==> config.mk <==
export PLATFORM = sky130hd
export DESIGN_NAME = permutation_rank_top
export DESIGN_NICKNAME = d
export VERILOG_FILES = /design/src/hw/rtl/prk_pkg.sv /design/src/hw/rtl/prk_digits.sv /design/src/hw/rtl/prk_mac.sv /design/src/hw/rtl/permutation_rank_top.sv
export VERILOG_INCLUDE_DIRS = /design/src /design/src/hw/rtl
export SDC_FILE = /design/constraint.sdc
export NUM_CORES = 1
export LEC_CHECK = 0
export BUFFER_PORTS_ARGS = -buffer_cell sky130_fd_sc_hd__buf_2
export CAP_MARGIN = 5
export CORE_MARGIN = 4
export CORE_UTILIZATION = 55
export DETAILED_ROUTE_END_ITERATION = 8
export PLACE_DENSITY = 0.76
export SLEW_MARGIN = 20
export SYNTH_ARGS = -nofsm -noshare
export SYNTH_HDL_FRONTEND = slang
export SYNTH_SLANG_ARGS = --single-unit
==> constraint.sdc <==
create_clock -name clk_i -period 15.52 [get_ports clk_i]
set_input_delay 0.776 -clock clk_i [delete_from_list [all_inputs] [get_ports clk_i]]
set_output_delay 0.776 -clock clk_i [all_outputs]
set_load 0.05 [all_outputs]
==> src/hw/rtl/assert_macros.svh <==
// ----------------------------------------------------------------------------
// Assertion macros
// Shared concurrent assertion wrappers; define NO_ASSERTIONS to drop them.
// ----------------------------------------------------------------------------
`ifndef ASSERT_MACROS_SVH
`define ASSERT_MACROS_SVH

`ifndef NO_ASSERTIONS
`define ASSERT_PROP(lbl, clk, rst_n, prop) \
  lbl: assert property (@(posedge clk) disable iff (!rst_n) (prop)) \
    else $error("%m: property failed");
`define ASSERT_NEVER(lbl, clk, rst_n, cond) \
  lbl: assert property (@(posedge clk) disable iff (!rst_n) !(cond)) \
    else $error("%m: forbidden condition seen");
`else
`define ASSERT_PROP(lbl, clk, rst_n, prop)
`define ASSERT_NEVER(lbl, clk, rst_n, cond)
`endif

`endif

==> src/hw/rtl/prk_pkg.sv <==
// ----------------------------------------------------------------------------
// Permutation rank package
// Widths, register map, control bundles and the factorial table.
// ----------------------------------------------------------------------------
package prk_pkg;

  localparam int MAX_LEN        = 12;
  localparam int ELEM_BITS      = 8;
  localparam int ELEM_W         = 8;
  localparam int RANK_W         = 29;
  localparam int DIGIT_W        = 4;
  localparam int LEN_W          = 4;
  localparam int IDX_W          = $clog2(MAX_LEN);
  localparam int CNT_W          = $clog2(MAX_LEN + 1);
  localparam int APB_DATA_W     = 32;
  localparam int APB_ADDR_W     = 3;
  localparam int PERM_LEN_RESET = 4;

  typedef enum logic {
    REG_PERM_LEN = 1'b0
  } reg_idx_e;

  typedef struct packed {
    logic             clear;
    logic             cmp_en;
    logic             wr_en;
    logic [IDX_W-1:0] idx;
    logic [IDX_W-1:0] wr_idx;
  } dig_ctrl_t;

  typedef struct packed {
    logic             init;
    logic             mul_en;
    logic             add_en;
    logic [IDX_W-1:0] fact_sel;
  } mac_ctrl_t;

  function automatic logic [RANK_W-1:0] fact_at(input logic [IDX_W-1:0] n);
    logic [RANK_W-1:0] f;
    case (n)
      0:       f = RANK_W'(1);
      1:       f = RANK_W'(1);
      2:       f = RANK_W'(2);
      3:       f = RANK_W'(6);
      4:       f = RANK_W'(24);
      5:       f = RANK_W'(120);
      6:       f = RANK_W'(720);
      7:       f = RANK_W'(5040);
      8:       f = RANK_W'(40320);
      9:       f = RANK_W'(362880);
      10:      f = RANK_W'(3628800);
      11:      f = RANK_W'(39916800);
      default: f = '0;
    endcase
    return f;
  endfunction

endpackage

==> src/hw/rtl/prk_digits.sv <==
// ----------------------------------------------------------------------------
// Permutation rank digit store
// Element store and Lehmer digits with one shared magnitude comparator.
// ----------------------------------------------------------------------------
module prk_digits import prk_pkg::*; (
  input  logic                 clk_i,
  input  logic                 rst_ni,
  input  dig_ctrl_t            ctrl_i,
  input  logic [ELEM_BITS-1:0] elem_i,
  output logic [DIGIT_W-1:0]   digit_o
);

  logic [ELEM_BITS-1:0] elem_mem_q [MAX_LEN];
  logic [DIGIT_W-1:0]   inv_q      [MAX_LEN];
  logic                 gt;

  assign gt      = elem_mem_q[ctrl_i.idx] > elem_i;
  assign digit_o = inv_q[ctrl_i.idx];

  always_ff @(posedge clk_i) begin
    if (ctrl_i.wr_en) begin
      elem_mem_q[ctrl_i.wr_idx] <= elem_i;
    end
  end

  always_ff @(posedge clk_i or negedge rst_ni) begin
    if (!rst_ni) begin
      for (int i = 0; i < MAX_LEN; i++) begin
        inv_q[i] <= '0;
      end
    end else if (ctrl_i.clear) begin
      for (int i = 0; i < MAX_LEN; i++) begin
        inv_q[i] <= '0;
      end
    end else if (ctrl_i.cmp_en && gt) begin
      inv_q[ctrl_i.idx] <= inv_q[ctrl_i.idx] + DIGIT_W'(1);
    end
  end

endmodule

==> src/hw/rtl/prk_mac.sv <==
// ----------------------------------------------------------------------------
// Permutation rank multiply-accumulate
// Shared digit-times-factorial multiplier with a registered accumulator.
// ----------------------------------------------------------------------------
module prk_mac import prk_pkg::*; (
  input  logic                clk_i,
  input  logic                rst_ni,
  input  mac_ctrl_t           ctrl_i,
  input  logic [DIGIT_W-1:0]  digit_i,
  output logic [RANK_W-1:0]   acc_o
);

  logic [RANK_W-1:0] prod_q;
  logic [RANK_W-1:0] acc_q;

  always_ff @(posedge clk_i) begin
    if (ctrl_i.mul_en) begin
      prod_q <= RANK_W'(digit_i * fact_at(ctrl_i.fact_sel));
    end
  end

  always_ff @(posedge clk_i or negedge rst_ni) begin
    if (!rst_ni) begin
      acc_q <= '0;
    end else if (ctrl_i.init) begin
      acc_q <= RANK_W'(1);
    end else if (ctrl_i.add_en) begin
      acc_q <= acc_q + prod_q;
    end
  end

  assign acc_o = acc_q;

endmodule

==> src/hw/rtl/permutation_rank_top.sv <==
// ----------------------------------------------------------------------------
// Permutation rank top level
// Element at position p (from 0) keeps busy high through p compare steps on
// the shared comparator, then one store step. The last element adds
// 2*len multiply/add steps and one output step; rank_valid_o pulses in the
// cycle after. Reset sets perm_length to 4 and clears digits and count.
// ----------------------------------------------------------------------------
`include "assert_macros.svh"

module permutation_rank_top import prk_pkg::*; (
  input  logic                  clk_i,
  input  logic                  rst_ni,
  input  logic                  start,
  output logic                  busy,
  input  logic [ELEM_W-1:0]     elem_value_i,
  output logic [RANK_W-1:0]     rank_o,
  output logic                  rank_valid_o,
  input  logic                  psel,
  input  logic                  penable,
  input  logic                  pwrite,
  input  logic [APB_ADDR_W-1:0] paddr,
  input  logic [APB_DATA_W-1:0] pwdata,
  output logic [APB_DATA_W-1:0] prdata,
  output logic                  pready
);

  typedef enum logic [2:0] {
    ST_IDLE,
    ST_CMP,
    ST_STORE,
    ST_MUL,
    ST_ADD,
    ST_EMIT
  } state_e;

  state_e               state_q;
  logic [LEN_W-1:0]     perm_len_q;
  logic [CNT_W-1:0]     items_q;
  logic [IDX_W-1:0]     idx_q;
  logic [ELEM_BITS-1:0] elem_q;
  logic [RANK_W-1:0]    rank_q;
  logic                 rank_valid_q;

  logic [CNT_W-1:0]     len_eff;
  logic                 cfg_wr;
  logic                 accept;
  logic                 last_item;
  logic                 last_digit;
  dig_ctrl_t            dig_ctrl;
  mac_ctrl_t            mac_ctrl;
  logic [DIGIT_W-1:0]   digit;
  logic [RANK_W-1:0]    acc;

  assign cfg_wr = psel && penable && pwrite && pready &&
                  (paddr[APB_ADDR_W-1] == REG_PERM_LEN);
  assign accept = start && !busy;
  assign busy   = (state_q != ST_IDLE);
  assign pready = 1'b1;
  assign prdata = (paddr[APB_ADDR_W-1] == REG_PERM_LEN) ?
                  APB_DATA_W'(perm_len_q) : '0;

  always_comb begin
    if (perm_len_q == '0) begin
      len_eff = CNT_W'(1);
    end else if (CNT_W'(perm_len_q) > CNT_W'(MAX_LEN)) begin
      len_eff = CNT_W'(MAX_LEN);
    end else begin
      len_eff = CNT_W'(perm_len_q);
    end
  end

  assign last_item  = (items_q + CNT_W'(1)) == len_eff;
  assign last_digit = (CNT_W'(idx_q) + CNT_W'(1)) == len_eff;

  always_comb begin
    dig_ctrl          = '0;
    dig_ctrl.idx      = idx_q;
    dig_ctrl.wr_idx   = items_q[IDX_W-1:0];
    dig_ctrl.clear    = cfg_wr || (state_q == ST_EMIT);
    dig_ctrl.cmp_en   = (state_q == ST_CMP);
    dig_ctrl.wr_en    = (state_q == ST_STORE);
    mac_ctrl          = '0;
    mac_ctrl.fact_sel = IDX_W'(len_eff - CNT_W'(1) - CNT_W'(idx_q));
    mac_ctrl.init     = (state_q == ST_STORE) && last_item;
    mac_ctrl.mul_en   = (state_q == ST_MUL);
    mac_ctrl.add_en   = (state_q == ST_ADD);
  end

  always_ff @(posedge clk_i or negedge rst_ni) begin
    if (!rst_ni) begin
      state_q      <= ST_IDLE;
      perm_len_q   <= LEN_W'(PERM_LEN_RESET);
      items_q      <= '0;
      idx_q        <= '0;
      elem_q       <= '0;
      rank_q       <= '0;
      rank_valid_q <= 1'b0;
    end else begin
      rank_valid_q <= (state_q == ST_EMIT);
      if (cfg_wr) begin
        perm_len_q <= pwdata[LEN_W-1:0];
        items_q    <= '0;
      end
      unique case (state_q)
        ST_IDLE: begin
          if (accept) begin
            elem_q  <= elem_value_i[ELEM_BITS-1:0];
            idx_q   <= '0;
            state_q <= (items_q == '0) ? ST_STORE : ST_CMP;
          end
        end
        ST_CMP: begin
          idx_q <= idx_q + IDX_W'(1);
          if ((CNT_W'(idx_q) + CNT_W'(1)) == items_q) begin
            state_q <= ST_STORE;
          end
        end
        ST_STORE: begin
          items_q <= items_q + CNT_W'(1);
          idx_q   <= '0;
          state_q <= last_item ? ST_MUL : ST_IDLE;
        end
        ST_MUL: begin
          state_q <= ST_ADD;
        end
        ST_ADD: begin
          if (last_digit) begin
            state_q <= ST_EMIT;
          end else begin
            idx_q   <= idx_q + IDX_W'(1);
            state_q <= ST_MUL;
          end
        end
        ST_EMIT: begin
          rank_q  <= acc;
          items_q <= '0;
          state_q <= ST_IDLE;
        end
        default: begin
          state_q <= ST_IDLE;
        end
      endcase
    end
  end

  assign rank_o       = rank_q;
  assign rank_valid_o = rank_valid_q;

  prk_digits u_digits (
    .clk_i   (clk_i),
    .rst_ni  (rst_ni),
    .ctrl_i  (dig_ctrl),
    .elem_i  (elem_q),
    .digit_o (digit)
  );

  prk_mac u_mac (
    .clk_i   (clk_i),
    .rst_ni  (rst_ni),
    .ctrl_i  (mac_ctrl),
    .digit_i (digit),
    .acc_o   (acc)
  );

  `ASSERT_PROP(a_accept_busy, clk_i, rst_ni, accept |=> busy)
  `ASSERT_PROP(a_valid_after_emit, clk_i, rst_ni, rank_valid_o |-> $past(state_q == ST_EMIT))
  `ASSERT_NEVER(a_rank_nonzero, clk_i, rst_ni, rank_valid_o && (rank_o == '0))
  `ASSERT_PROP(a_idle_count, clk_i, rst_ni, (state_q == ST_IDLE) |-> (items_q < len_eff))

endmodule
==> impl_metrics.yaml, run 1 <==
timing:
  timing.setup.tns_ns: 0
  setup_viol: 0
  whs_ns: 0.209
  period_minus_slack_ns: 6.75
  worst_pin_slew_ns: 1.02
  max_freq_mhz: 148
  slew_headroom_pct: 32.0
  maxSlewViolCount: 0
  final.setup_skew_ns: 0.0113
  fin_crit_sh_pct: 43.5
  hold_viol: 0
  rsz0062_at_grt: "false"
detailed_routing:
  drc_errors: 0
  totalWireLength_microns: 31100
  via_per_inst: 5.62
  vias: 10355
  ant_nets: 0
  drt_first_pass_iters: 5
  drt-wirelength-per-cell_microns: 16.9
  drt-initial-drc-count: 749
logic_synthesis:
  synth_top_family_by_area: "simple AND/OR/NAND/NOR gates"
  ys_ff_latch: 255
  yosysUniqueCellTypes: 78
  synth-simple-area-share_pct: 13.6
  synth_top_area_share_pct: 24.5
  synthesis.instances: 1421
  post-synth-top-count-cell: "nand2_1"
  synth_mux_area_share_pct: 9.25
  synth_adder_area_share_pct: 12.3
  synth_edf_count: 125
  async_flop_share_pct: 51.0
  yosys-top-cells-count: "189 x nand2_1, 129 x dfrtp_1, 125 x edfxtp_1"
  synth_flop_cell: "dfrtp_1"
  syn_avg_cell_area_sq_um: 10.8
  synth_compound_area_share_pct: 9.53
  yosys.area.top_type: "edfxtp_1"
  syn_area_sq_um: 15300
  yosys_warnings: 0
  synth-seq-area-share_pct: 45.7
  synthTopCellsByArea: "edfxtp_1 24%, dfrtp_1 21%, ha_1 7.5%"
  synthXorXnorAreaFrac_pct: 3.88
die:
  dieArea_sq_um: 30600
  io_pins: 113
  start_util_pct: 56.4
  die-height_microns: 175
  row_count: 60
  die_w_microns: 175
  core-area_sq_um: 27200
finish:
  n_antenna_cell: 0
  layout.nets: 1627
  finalInstanceArea_sq_um: 16700
  area_growth_pct: 9.06
  fin_util_pct: 61.5
  drive_above_1_share_pct: 12.3
  stdcell_count: 1843
clock_tree:
  cts-root-buf: "clkbuf_16"
  h-tree-depth: 1
  clockBufferDepth: 3
  tritoncts: "built"
  holdBufCountCts: 0
  cts_resized: 0
  clk_pin_slew_worst_paths_ns: 0.06
  numCtsBuffers: 27
  cts_setup_buffers: 0
  clock-sinks: 255
  insertion_delay_ns: 0.54
worst_setup_path:
  end_kind: "flop"
  cp.required_ns: 15.80
  crit_path_start_kind: "flop"
  crit_fanout: 19
  path_class: "reg -> reg"
  arrival_ns: 7.03
  r2r_start: "idx_q[2]$_DFFE_PN0P_"
  cp-startpoint: "idx_q[2]$_DFFE_PN0P_"
placement:
  io_buffers: 53
  place_area_sq_um: 15800
  dp.cells: 1793
  dp_hpwl_microns: 22400
  gp_congestion: 0.863
global_route:
  antenna_found_initial: 0
  grt_usage_pct: 20.4
  overflow: 0
  grt_pass1_vias: 10155
  grt_pass1_wl_microns: 51600
  grt_max_degree: 68
status:
  outcome: "finished clean"
job:
  maxCapViolCount: 0
power:
  power-per-cell-area_nw_per_um2: 171
  leakage_nw: 7.61
  vdd_ir_drop_max_uv: 108
worst_hold_path:
  hp-class: "in -> async"
worst max-delay path, cell delays in order, from the launching register on:
cell and delay [ns]:
dfrtp_1 0.55, inv_1 0.64, ha_1 0.40, a21oi_1 0.17, xnor2_1 0.08, buf_4 0.19, nand2_2 0.26, inv_1 0.14
a22oi_2 0.30, nor2_1 0.11, fa_1 0.58, inv_1 0.06, fa_1 0.52, inv_1 0.04, ha_1 0.35, a211oi_1 0.31
o21ai_0 0.15, a221o_1 0.32, a31oi_1 0.28, a21oi_1 0.15, a21bo_2 0.22, a21oi_1 0.26, o21ai_0 0.11, and4b_1 0.28
flip-flops by register name (all words and copies together) (netlist names):
register / flops
state_q: 3
items_q: 4
idx_q: 4
rank_valid_o: 1
u_digits.elem_mem_q: 96
perm_len_q: 4
u_digits.inv_q: 48
u_mac.acc_o: 29
u_mac.prod_q: 29
elem_q: 8
rank_o: 29
final timing paths:
| path | endpoint | slack (ns) | depth (start not counted) |
|---|---|---|---|
| worst max-delay path | u_mac.prod_q[28]$_DFFE_PN_ | 8.77 | 23 |
| min in group clk_i | elem_q[7]$_DFFE_PN0P_ | 0.44 | 3 |
| worst min-delay path | rank_o[20]$_DFFE_PN0P_ | 0.21 | 1 |
| worst max register to register | u_mac.prod_q[28]$_DFFE_PN_ | 8.77 | 23 |
| max in group asynchronous | idx_q[0]$_DFFE_PN0P_ | 13.95 | 2 |
| worst min register to register | rank_o[14]$_DFFE_PN0P_ | 0.46 | 2 |
per-layer routing:
layer / up-vias / share of wire (%) / global-route usage (%)
li1: 4955 / - / -
met1: 5049 / 45 / 29.8
met5: - / 0 / 0
met4: 0 / 1.5 / 4.16
met2: 312 / 47 / 32.8
met3: 39 / 6.5 / 3.25
cells by family after synthesis:
kind of cell | Yosys count
AOI/OAI and AO/OA | 218
xor gates and xnor gates | 67
and+or+nand+nor | 457
muxes | 96
other | 2
buffers and inverters | 197
adders and majority gates | 129
DFF | 255
cell usage in the layout (no fill, tap or decap), types with 50 or more instances in the layout:
cell / count
nor2_1: 122
o21ai_0: 50
inv_1: 105
mux2i_1: 55
dfrtp_1: 128
edfxtp_1: 125
buf_2: 52
nand2_1: 189
a21oi_1: 53
ha_1: 92
per-stage QoR:
step                power, mW  setup slack (ns)
finish                   2.86              8.77
global route             3.06              8.44
CTS                      2.87              8.88
detailed placement       2.21              8.92
global placement         2.17              8.92
floorplan                1.92              9.29
power breakdown:
group | leakage [nW] | switching, mW | internal, mW
Clock | 0.448 | 0.261 | 0.392
Sequential | 2.88 | 0.126 | 0.883
Combinational | 4.28 | 0.777 | 0.425
Total | 7.61 | 1.16 | 1.70
cell type report:
class	count	area [sq um]
clock buffer	34	743
sequential	255	7010
fill	2108	10500
inverter	105	394
tap	372	465
clock inverter	16	183
multi-input combinational	996	7550
timing repair buffer	65	362
No activity file was read; power rests on OpenSTA's default activity.
==> run 2: changes to the inputs <==
- clock period: 15.52 -> 6.5 ns (I/O delays scaled with it)
==> run 2 against run 1 <==
Via count up 0.70%; total power up 140%; clock-buffer cell count up 3; non-clock buffer count up 22; combinational power up 140%; critical path depth up 1; flip-flop and latch count unchanged; register-to-register slack worse by 8.4 ns; first-iteration DRC count up 27%; sequential share of layout area down 0.54 points; global-route usage up 0.36 points; critical endpoint unchanged; largest power group unchanged.
==> impl_metrics.yaml, run 2 (synthesis results as in run 1) <==
status:
  outcome: "finished clean"
worst_setup_path:
  reg2regPathDepth: 24
  cp_top_family: "compound AO/OA/AOI/OAI gates"
  cp.required_ns: 6.78
  arrival_ns: 6.45
  r2r_start: "perm_len_q[2]$_DFFE_PN1P_"
  crit_path_start_kind: "flop"
  crit_chain: "nand2_1 > a21oi_1 > inv_1 > ha_1 > maj3_2 > a21oi_2 > xnor2_2 > nor2_1 > a22oi_2 > nor2_1 > fa_1 > inv_1 > fa_1 > inv_1 > ha_1 > a211oi_2 > o21ai_0 > a221o_1 > a31oi_1 > a21oi_1 > a21bo_2 > a21oi_1 > o21ai_0 > and4b_1"
  reg2reg_to: "u_mac.prod_q[28]$_DFFE_PN_"
  cp_slowest_stage_delay_ns: 0.61
  crit_fanout: 7
  crit_buf_inv: 3
  reg2reg_slack_ns: 0.33
  path_class: "reg -> reg"
  cp_slowest_cell: "dfstp_2"
  end_kind: "flop"
timing:
  fin_crit_sh_pct: 94.9
  max_freq_mhz: 162
  period_minus_slack_ns: 6.17
  fin_ws_ns: 0.330
  timing.setup.tns_ns: 0
  slew_headroom_pct: 27.8
  rsz0062_at_grt: "false"
  setup_viol: 0
  worst_pin_slew_ns: 1.08
  hold_viol: 0
  maxSlewViolCount: 0
  final.setup_skew_ns: 0.0307
clock_tree:
  numCtsBuffers: 27
  tritoncts: "built"
  h-tree-depth: 1
  insertion_delay_ns: 0.56
  cts-root-buf: "clkbuf_16"
  clock-sinks: 255
  clk_pin_slew_worst_paths_ns: 0.07
  clockBufferDepth: 3
placement:
  place_area_sq_um: 15900
  gp_congestion: 0.860
  io_buffers: 53
  pre_cts_ws_ns: 0.275
  dp_hpwl_microns: 22600
worst_hold_path:
  hp-class: "in -> reg"
  hold_start: "elem_value_i[2]"
  min_delay_path_depth: 3
  worstHoldEndpoint: "elem_q[2]$_DFFE_PN0P_"
finish:
  fin_util_pct: 62.3
  sequential_cell_area_sq_um: 7010
  drive_above_1_share_pct: 13.4
  n_antenna_cell: 0
  layout.nets: 1649
  area_growth_pct: 10.5
  largest_reg_flops: 96
  top_regs: "u_digits.elem_mem_q (96), u_digits.inv_q (48)"
  finalInstanceArea_sq_um: 16900
  multi_input_area_sq_um: 7580
  nFillCells: 2103
  largest-register: "u_digits.elem_mem_q"
  final_cell_mix: "189 x nand2_1, 128 x dfrtp_1, 125 x edfxtp_1"
  final_common_cell: "nand2_1"
die:
  die_w_microns: 175
  start_util_pct: 56.4
  dieArea_sq_um: 30600
  core-area_sq_um: 27200
  die-height_microns: 175
  row_count: 60
  io_pins: 113
detailed_routing:
  vias: 10427
  totalWireLength_microns: 32100
  drc_errors: 0
  via_per_inst: 5.59
  drt-wirelength-per-cell_microns: 17.2
  drt_first_pass_iters: 5
  ant_nets: 0
  drt-initial-drc-count: 950
power:
  netSwitchingFraction_pct: 41.0
  seq_power_share_pct: 35.1
  vdd_ir_drop_max_uv: 270
  combinationalPowerShare_pct: 42.4
  power-per-cell-area_nw_per_um2: 408
  totalPowerFinal_mw: 6.91
  p_int_mw: 4.07
  leakage_nw: 7.72
  p_clk_share_pct: 22.5
  power_switching_mw: 2.83
job:
  maxCapViolCount: 0
global_route:
  grt_max_degree: 70
  grt_pass1_vias: 10335
  antenna_found_initial: 0
  grt_usage_pct: 20.7
  overflow: 0
  grt_pass1_wl_microns: 52400
[run 2: cell types whose count changed in the layout (fill, tap and decap cells not counted), sizes merged]
| cell | previous run | this run |
|---|---|---|
| buf | 65 | 77 |
| bufinv | 3 | 1 |
| clkbuf | 34 | 37 |
| clkinv | 8 | 7 |
| dlygate4sd3 | 0 | 10 |
[run 2: through the flow]
step           hold WS (ns)  cells
6_report             0.0204   1865
5_1_grt              0.0306   1865
4_1_cts             0.00316   1864
3_5_place_dp          0.361   1804
3_3_place_gp          0.364   1804
2_1_floorplan        0.0294   1448
[run 2: final cells by class]
class / count / area share, %
clock buffers: 37 / 4.69
clock inverters: 13 / 0.769
inverters: 105 / 2.33
multi-input cells: 996 / 44.8
flip-flops and latches: 255 / 41.4
well taps: 372 / 2.75
repair buffers: 87 / 3.26
[run 2: tightest hold or removal path: cells and delay by family]
family	cells	cell delay (ns)
compound gates	1	0.08
simple gates	1	0.06
buf+inv	1	0.08
[run 2: power groups by stage]
| stage | combinational [mW] | sequential [mW] | clock, mW |
|---|---|---|---|
| floorplan | 2.02 | 2.58 | 0 |
| CTS | 2.88 | 2.42 | 1.58 |
| global route | 3.22 | 2.47 | 1.65 |
| finish | 2.93 | 2.43 | 1.55 |
| global placement | 2.78 | 2.42 | 0 |
| detailed placement | 2.86 | 2.44 | 0 |
[run 2: how the worst max path moves through the flow]
stage	from	to	slack (ns)	cells past startpoint
floorplan	idx_q[0]$_DFFE_PN0P_	u_mac.prod_q[27]$_DFFE_PN_	0.27	25
CTS	perm_len_q[2]$_DFFE_PN1P_	u_mac.prod_q[27]$_DFFE_PN_	0.21	23
finish	perm_len_q[2]$_DFFE_PN1P_	u_mac.prod_q[28]$_DFFE_PN_	0.33	24
detailed placement	perm_len_q[2]$_DFFE_PN1P_	u_mac.prod_q[27]$_DFFE_PN_	0.28	23
global route	perm_len_q[2]$_DFFE_PN1P_	u_mac.prod_q[28]$_DFFE_PN_	0.04	26
global placement	perm_len_q[2]$_DFFE_PN1P_	u_mac.prod_q[27]$_DFFE_PN_	0.48	23
[run 2: layer usage]
| layer | track usage [%] | wire (microns) |
|---|---|---|
| met5 | 0 | 0 |
| met4 | 5.20 | 650 |
| met3 | 2.86 | 2080 |
| met2 | 33.7 | 14600 |
| met1 | 29.8 | 14800 |
[run 2: what timing repair did]
item                                    in CTS  in global routing
hold buffers                                10                  0
endpoints found under the setup margin       0                  4
buffers inserted                             0                  1
endpoints found under the hold margin       77                  0
gates resized for setup                      0                  6
==> run 3: changes to the inputs <==
- TNS_END_PERCENT: default -> 30
- clock period: 6.5 -> 6.3 ns (I/O delays scaled with it)
==> run 3 against run 2 <==
Cell area increased by 0.78%; core utilization up 0.48 points; combinational power is 4% higher; clock skew is 0.027 ns higher; via count increased by 1.6%; hold slack gained 0.017 ns; non-clock buffer count rose by 9; global-route usage is 0.63 points higher; flip-flop and latch count is the same; largest power group unchanged; largest cell class unchanged.
==> impl_metrics.yaml, run 3 (synthesis results as in run 1) <==
power:
  leakage_nw: 7.79
  power-per-cell-area_nw_per_um2: 423
  totalPowerFinal_mw: 7.22
  vdd_ir_drop_max_uv: 231
detailed_routing:
  totalWireLength_microns: 32100
  drt-initial-drc-count: 967
  via_per_inst: 5.64
  drt_first_pass_iters: 5
  drt-wirelength-per-cell_microns: 17.1
  ant_nets: 0
  drc_errors: 0
  vias: 10589
die:
  row_count: 60
  die-height_microns: 175
  io_pins: 113
  start_util_pct: 56.4
  core-area_sq_um: 27200
  die_w_microns: 175
  dieArea_sq_um: 30600
worst_setup_path:
  cp_slowest_stage_delay_ns: 0.56
  crit_buf_inv: 2
  cp_slowest_cell: "dfstp_2"
  cp_top_family: "compound AO/OA/AOI/OAI gates"
  crit_fanout: 4
  cp.required_ns: 6.58
  arrival_ns: 6.18
  end_kind: "flop"
  crit_path_frequent_cell: "a21oi_2"
  crit_path_start_kind: "flop"
  path_class: "reg -> reg"
  crit_chain: "nand2_1 > a21oi_2 > inv_1 > ha_1 > maj3_2 > a21oi_2 > xnor2_2 > nor2b_2 > nand2_1 > or2_1 > fa_1 > fa_1 > inv_1 > ha_1 > a211oi_2 > o21bai_1 > a2111oi_4 > o21ai_2 > a221o_1 > o41ai_4 > o211ai_1 > a21oi_2 > xnor2_1"
timing:
  setup_viol: 0
  period_minus_slack_ns: 5.90
  final.setup_skew_ns: 0.0579
  hold_viol: 0
  worst_pin_slew_ns: 0.943
  slew_headroom_pct: 36.9
  fin_ws_ns: 0.400
  maxSlewViolCount: 0
  max_freq_mhz: 169
  fin_crit_sh_pct: 93.7
  whs_ns: 0.0374
finish:
  final_common_cell: "nand2_1"
  top_regs: "u_digits.elem_mem_q (96), u_digits.inv_q (48)"
  drive_above_1_share_pct: 14.1
  layout.nets: 1659
  finalInstanceArea_sq_um: 17100
  largest-register: "u_digits.elem_mem_q"
  area_growth_pct: 11.3
  n_antenna_cell: 0
  final_cell_mix: "189 x nand2_1, 128 x dfrtp_1, 125 x edfxtp_1"
  fin_util_pct: 62.8
  largest_reg_flops: 96
placement:
  pre_cts_ws_ns: 0.215
  dp_hpwl_microns: 22400
  gp_congestion: 0.875
  io_buffers: 53
  place_area_sq_um: 15900
global_route:
  antenna_found_initial: 0
  grt_max_degree: 71
  overflow: 0
  grt_pass1_wl_microns: 54600
  grt_usage_pct: 21.4
  grt_pass1_vias: 10563
clock_tree:
  tritoncts: "built"
  numCtsBuffers: 28
  cts-root-buf: "clkbuf_16"
  clk_pin_slew_worst_paths_ns: 0.06
  clock-sinks: 255
  insertion_delay_ns: 0.58
  clockBufferDepth: 3
  h-tree-depth: 1
job:
  maxCapViolCount: 0
status:
  outcome: "finished clean"
worst_hold_path:
  hp-class: "in -> reg"
[run 3: path summary, 6_finish.rpt]
check | end | from | slack (ns) | cells past startpoint
worst min register to register | rank_o[18]$_DFFE_PN0P_ | rank_o[18]$_DFFE_PN0P_ | 0.47 | 2
worst max-delay path | u_mac.prod_q[27]$_DFFE_PN_ | perm_len_q[2]$_DFFE_PN1P_ | 0.40 | 23
min in group asynchronous | rank_o[0]$_DFFE_PN0P_ | rst_ni | 0.29 | 2
worst min-delay path | perm_len_q[2]$_DFFE_PN1P_ | pwdata[2] | 0.04 | 2
max in group asynchronous | u_digits.inv_q[11]$_DFFE_PN0P_ | rst_ni | 4.64 | 3
worst max register to register | u_mac.prod_q[27]$_DFFE_PN_ | perm_len_q[2]$_DFFE_PN1P_ | 0.40 | 23
[run 3: area by class of cell]
type | count | area [sq um]
Clock inverter | 10 | 109
Timing Repair Buffer | 96 | 624
Fill cell | 2111 | 10100
Multi-Input combinational cell | 996 | 7600
Clock buffer | 42 | 861
Sequential cell | 255 | 7010
Tap cell | 372 | 465
Inverter | 105 | 394
[run 3: metrics by stage]
stage          setup TNS [ns]  cells
2_1_floorplan               0   1448
3_3_place_gp                0   1806
3_5_place_dp                0   1806
4_1_cts                     0   1870
5_1_grt               -0.0377   1876
6_report                    0   1876
[run 3: layer usage]
metal,track usage (%),up-vias,wire [microns],part of all wire [%]
met1,31.8,5126,14500,45
met2,33.9,387,14800,46
li1,-,5021,-,-
met3,3.03,55,2230,6.9
met5,0,-,0,0
met4,4.68,0,602,1.9
[run 3: where the power goes]
part | switching (mW) | internal [mW] | total, mW | leakage, nW
clock network | 0.672 | 0.993 | 1.66 | 0.478
logic | 1.94 | 1.11 | 3.06 | 4.44
registers | 0.321 | 2.18 | 2.50 | 2.88
total | 2.94 | 4.28 | 7.22 | 7.79
[run 3: timing repair]
| item | in CTS | in global routing |
|---|---|---|
| resized for setup | 0 | 11 |
| hold endpoints to repair | 71 | 0 |
| buffers inserted | 0 | 6 |
| hold buffers | 12 | 0 |
| endpoints found under the setup margin | 0 | 7 |
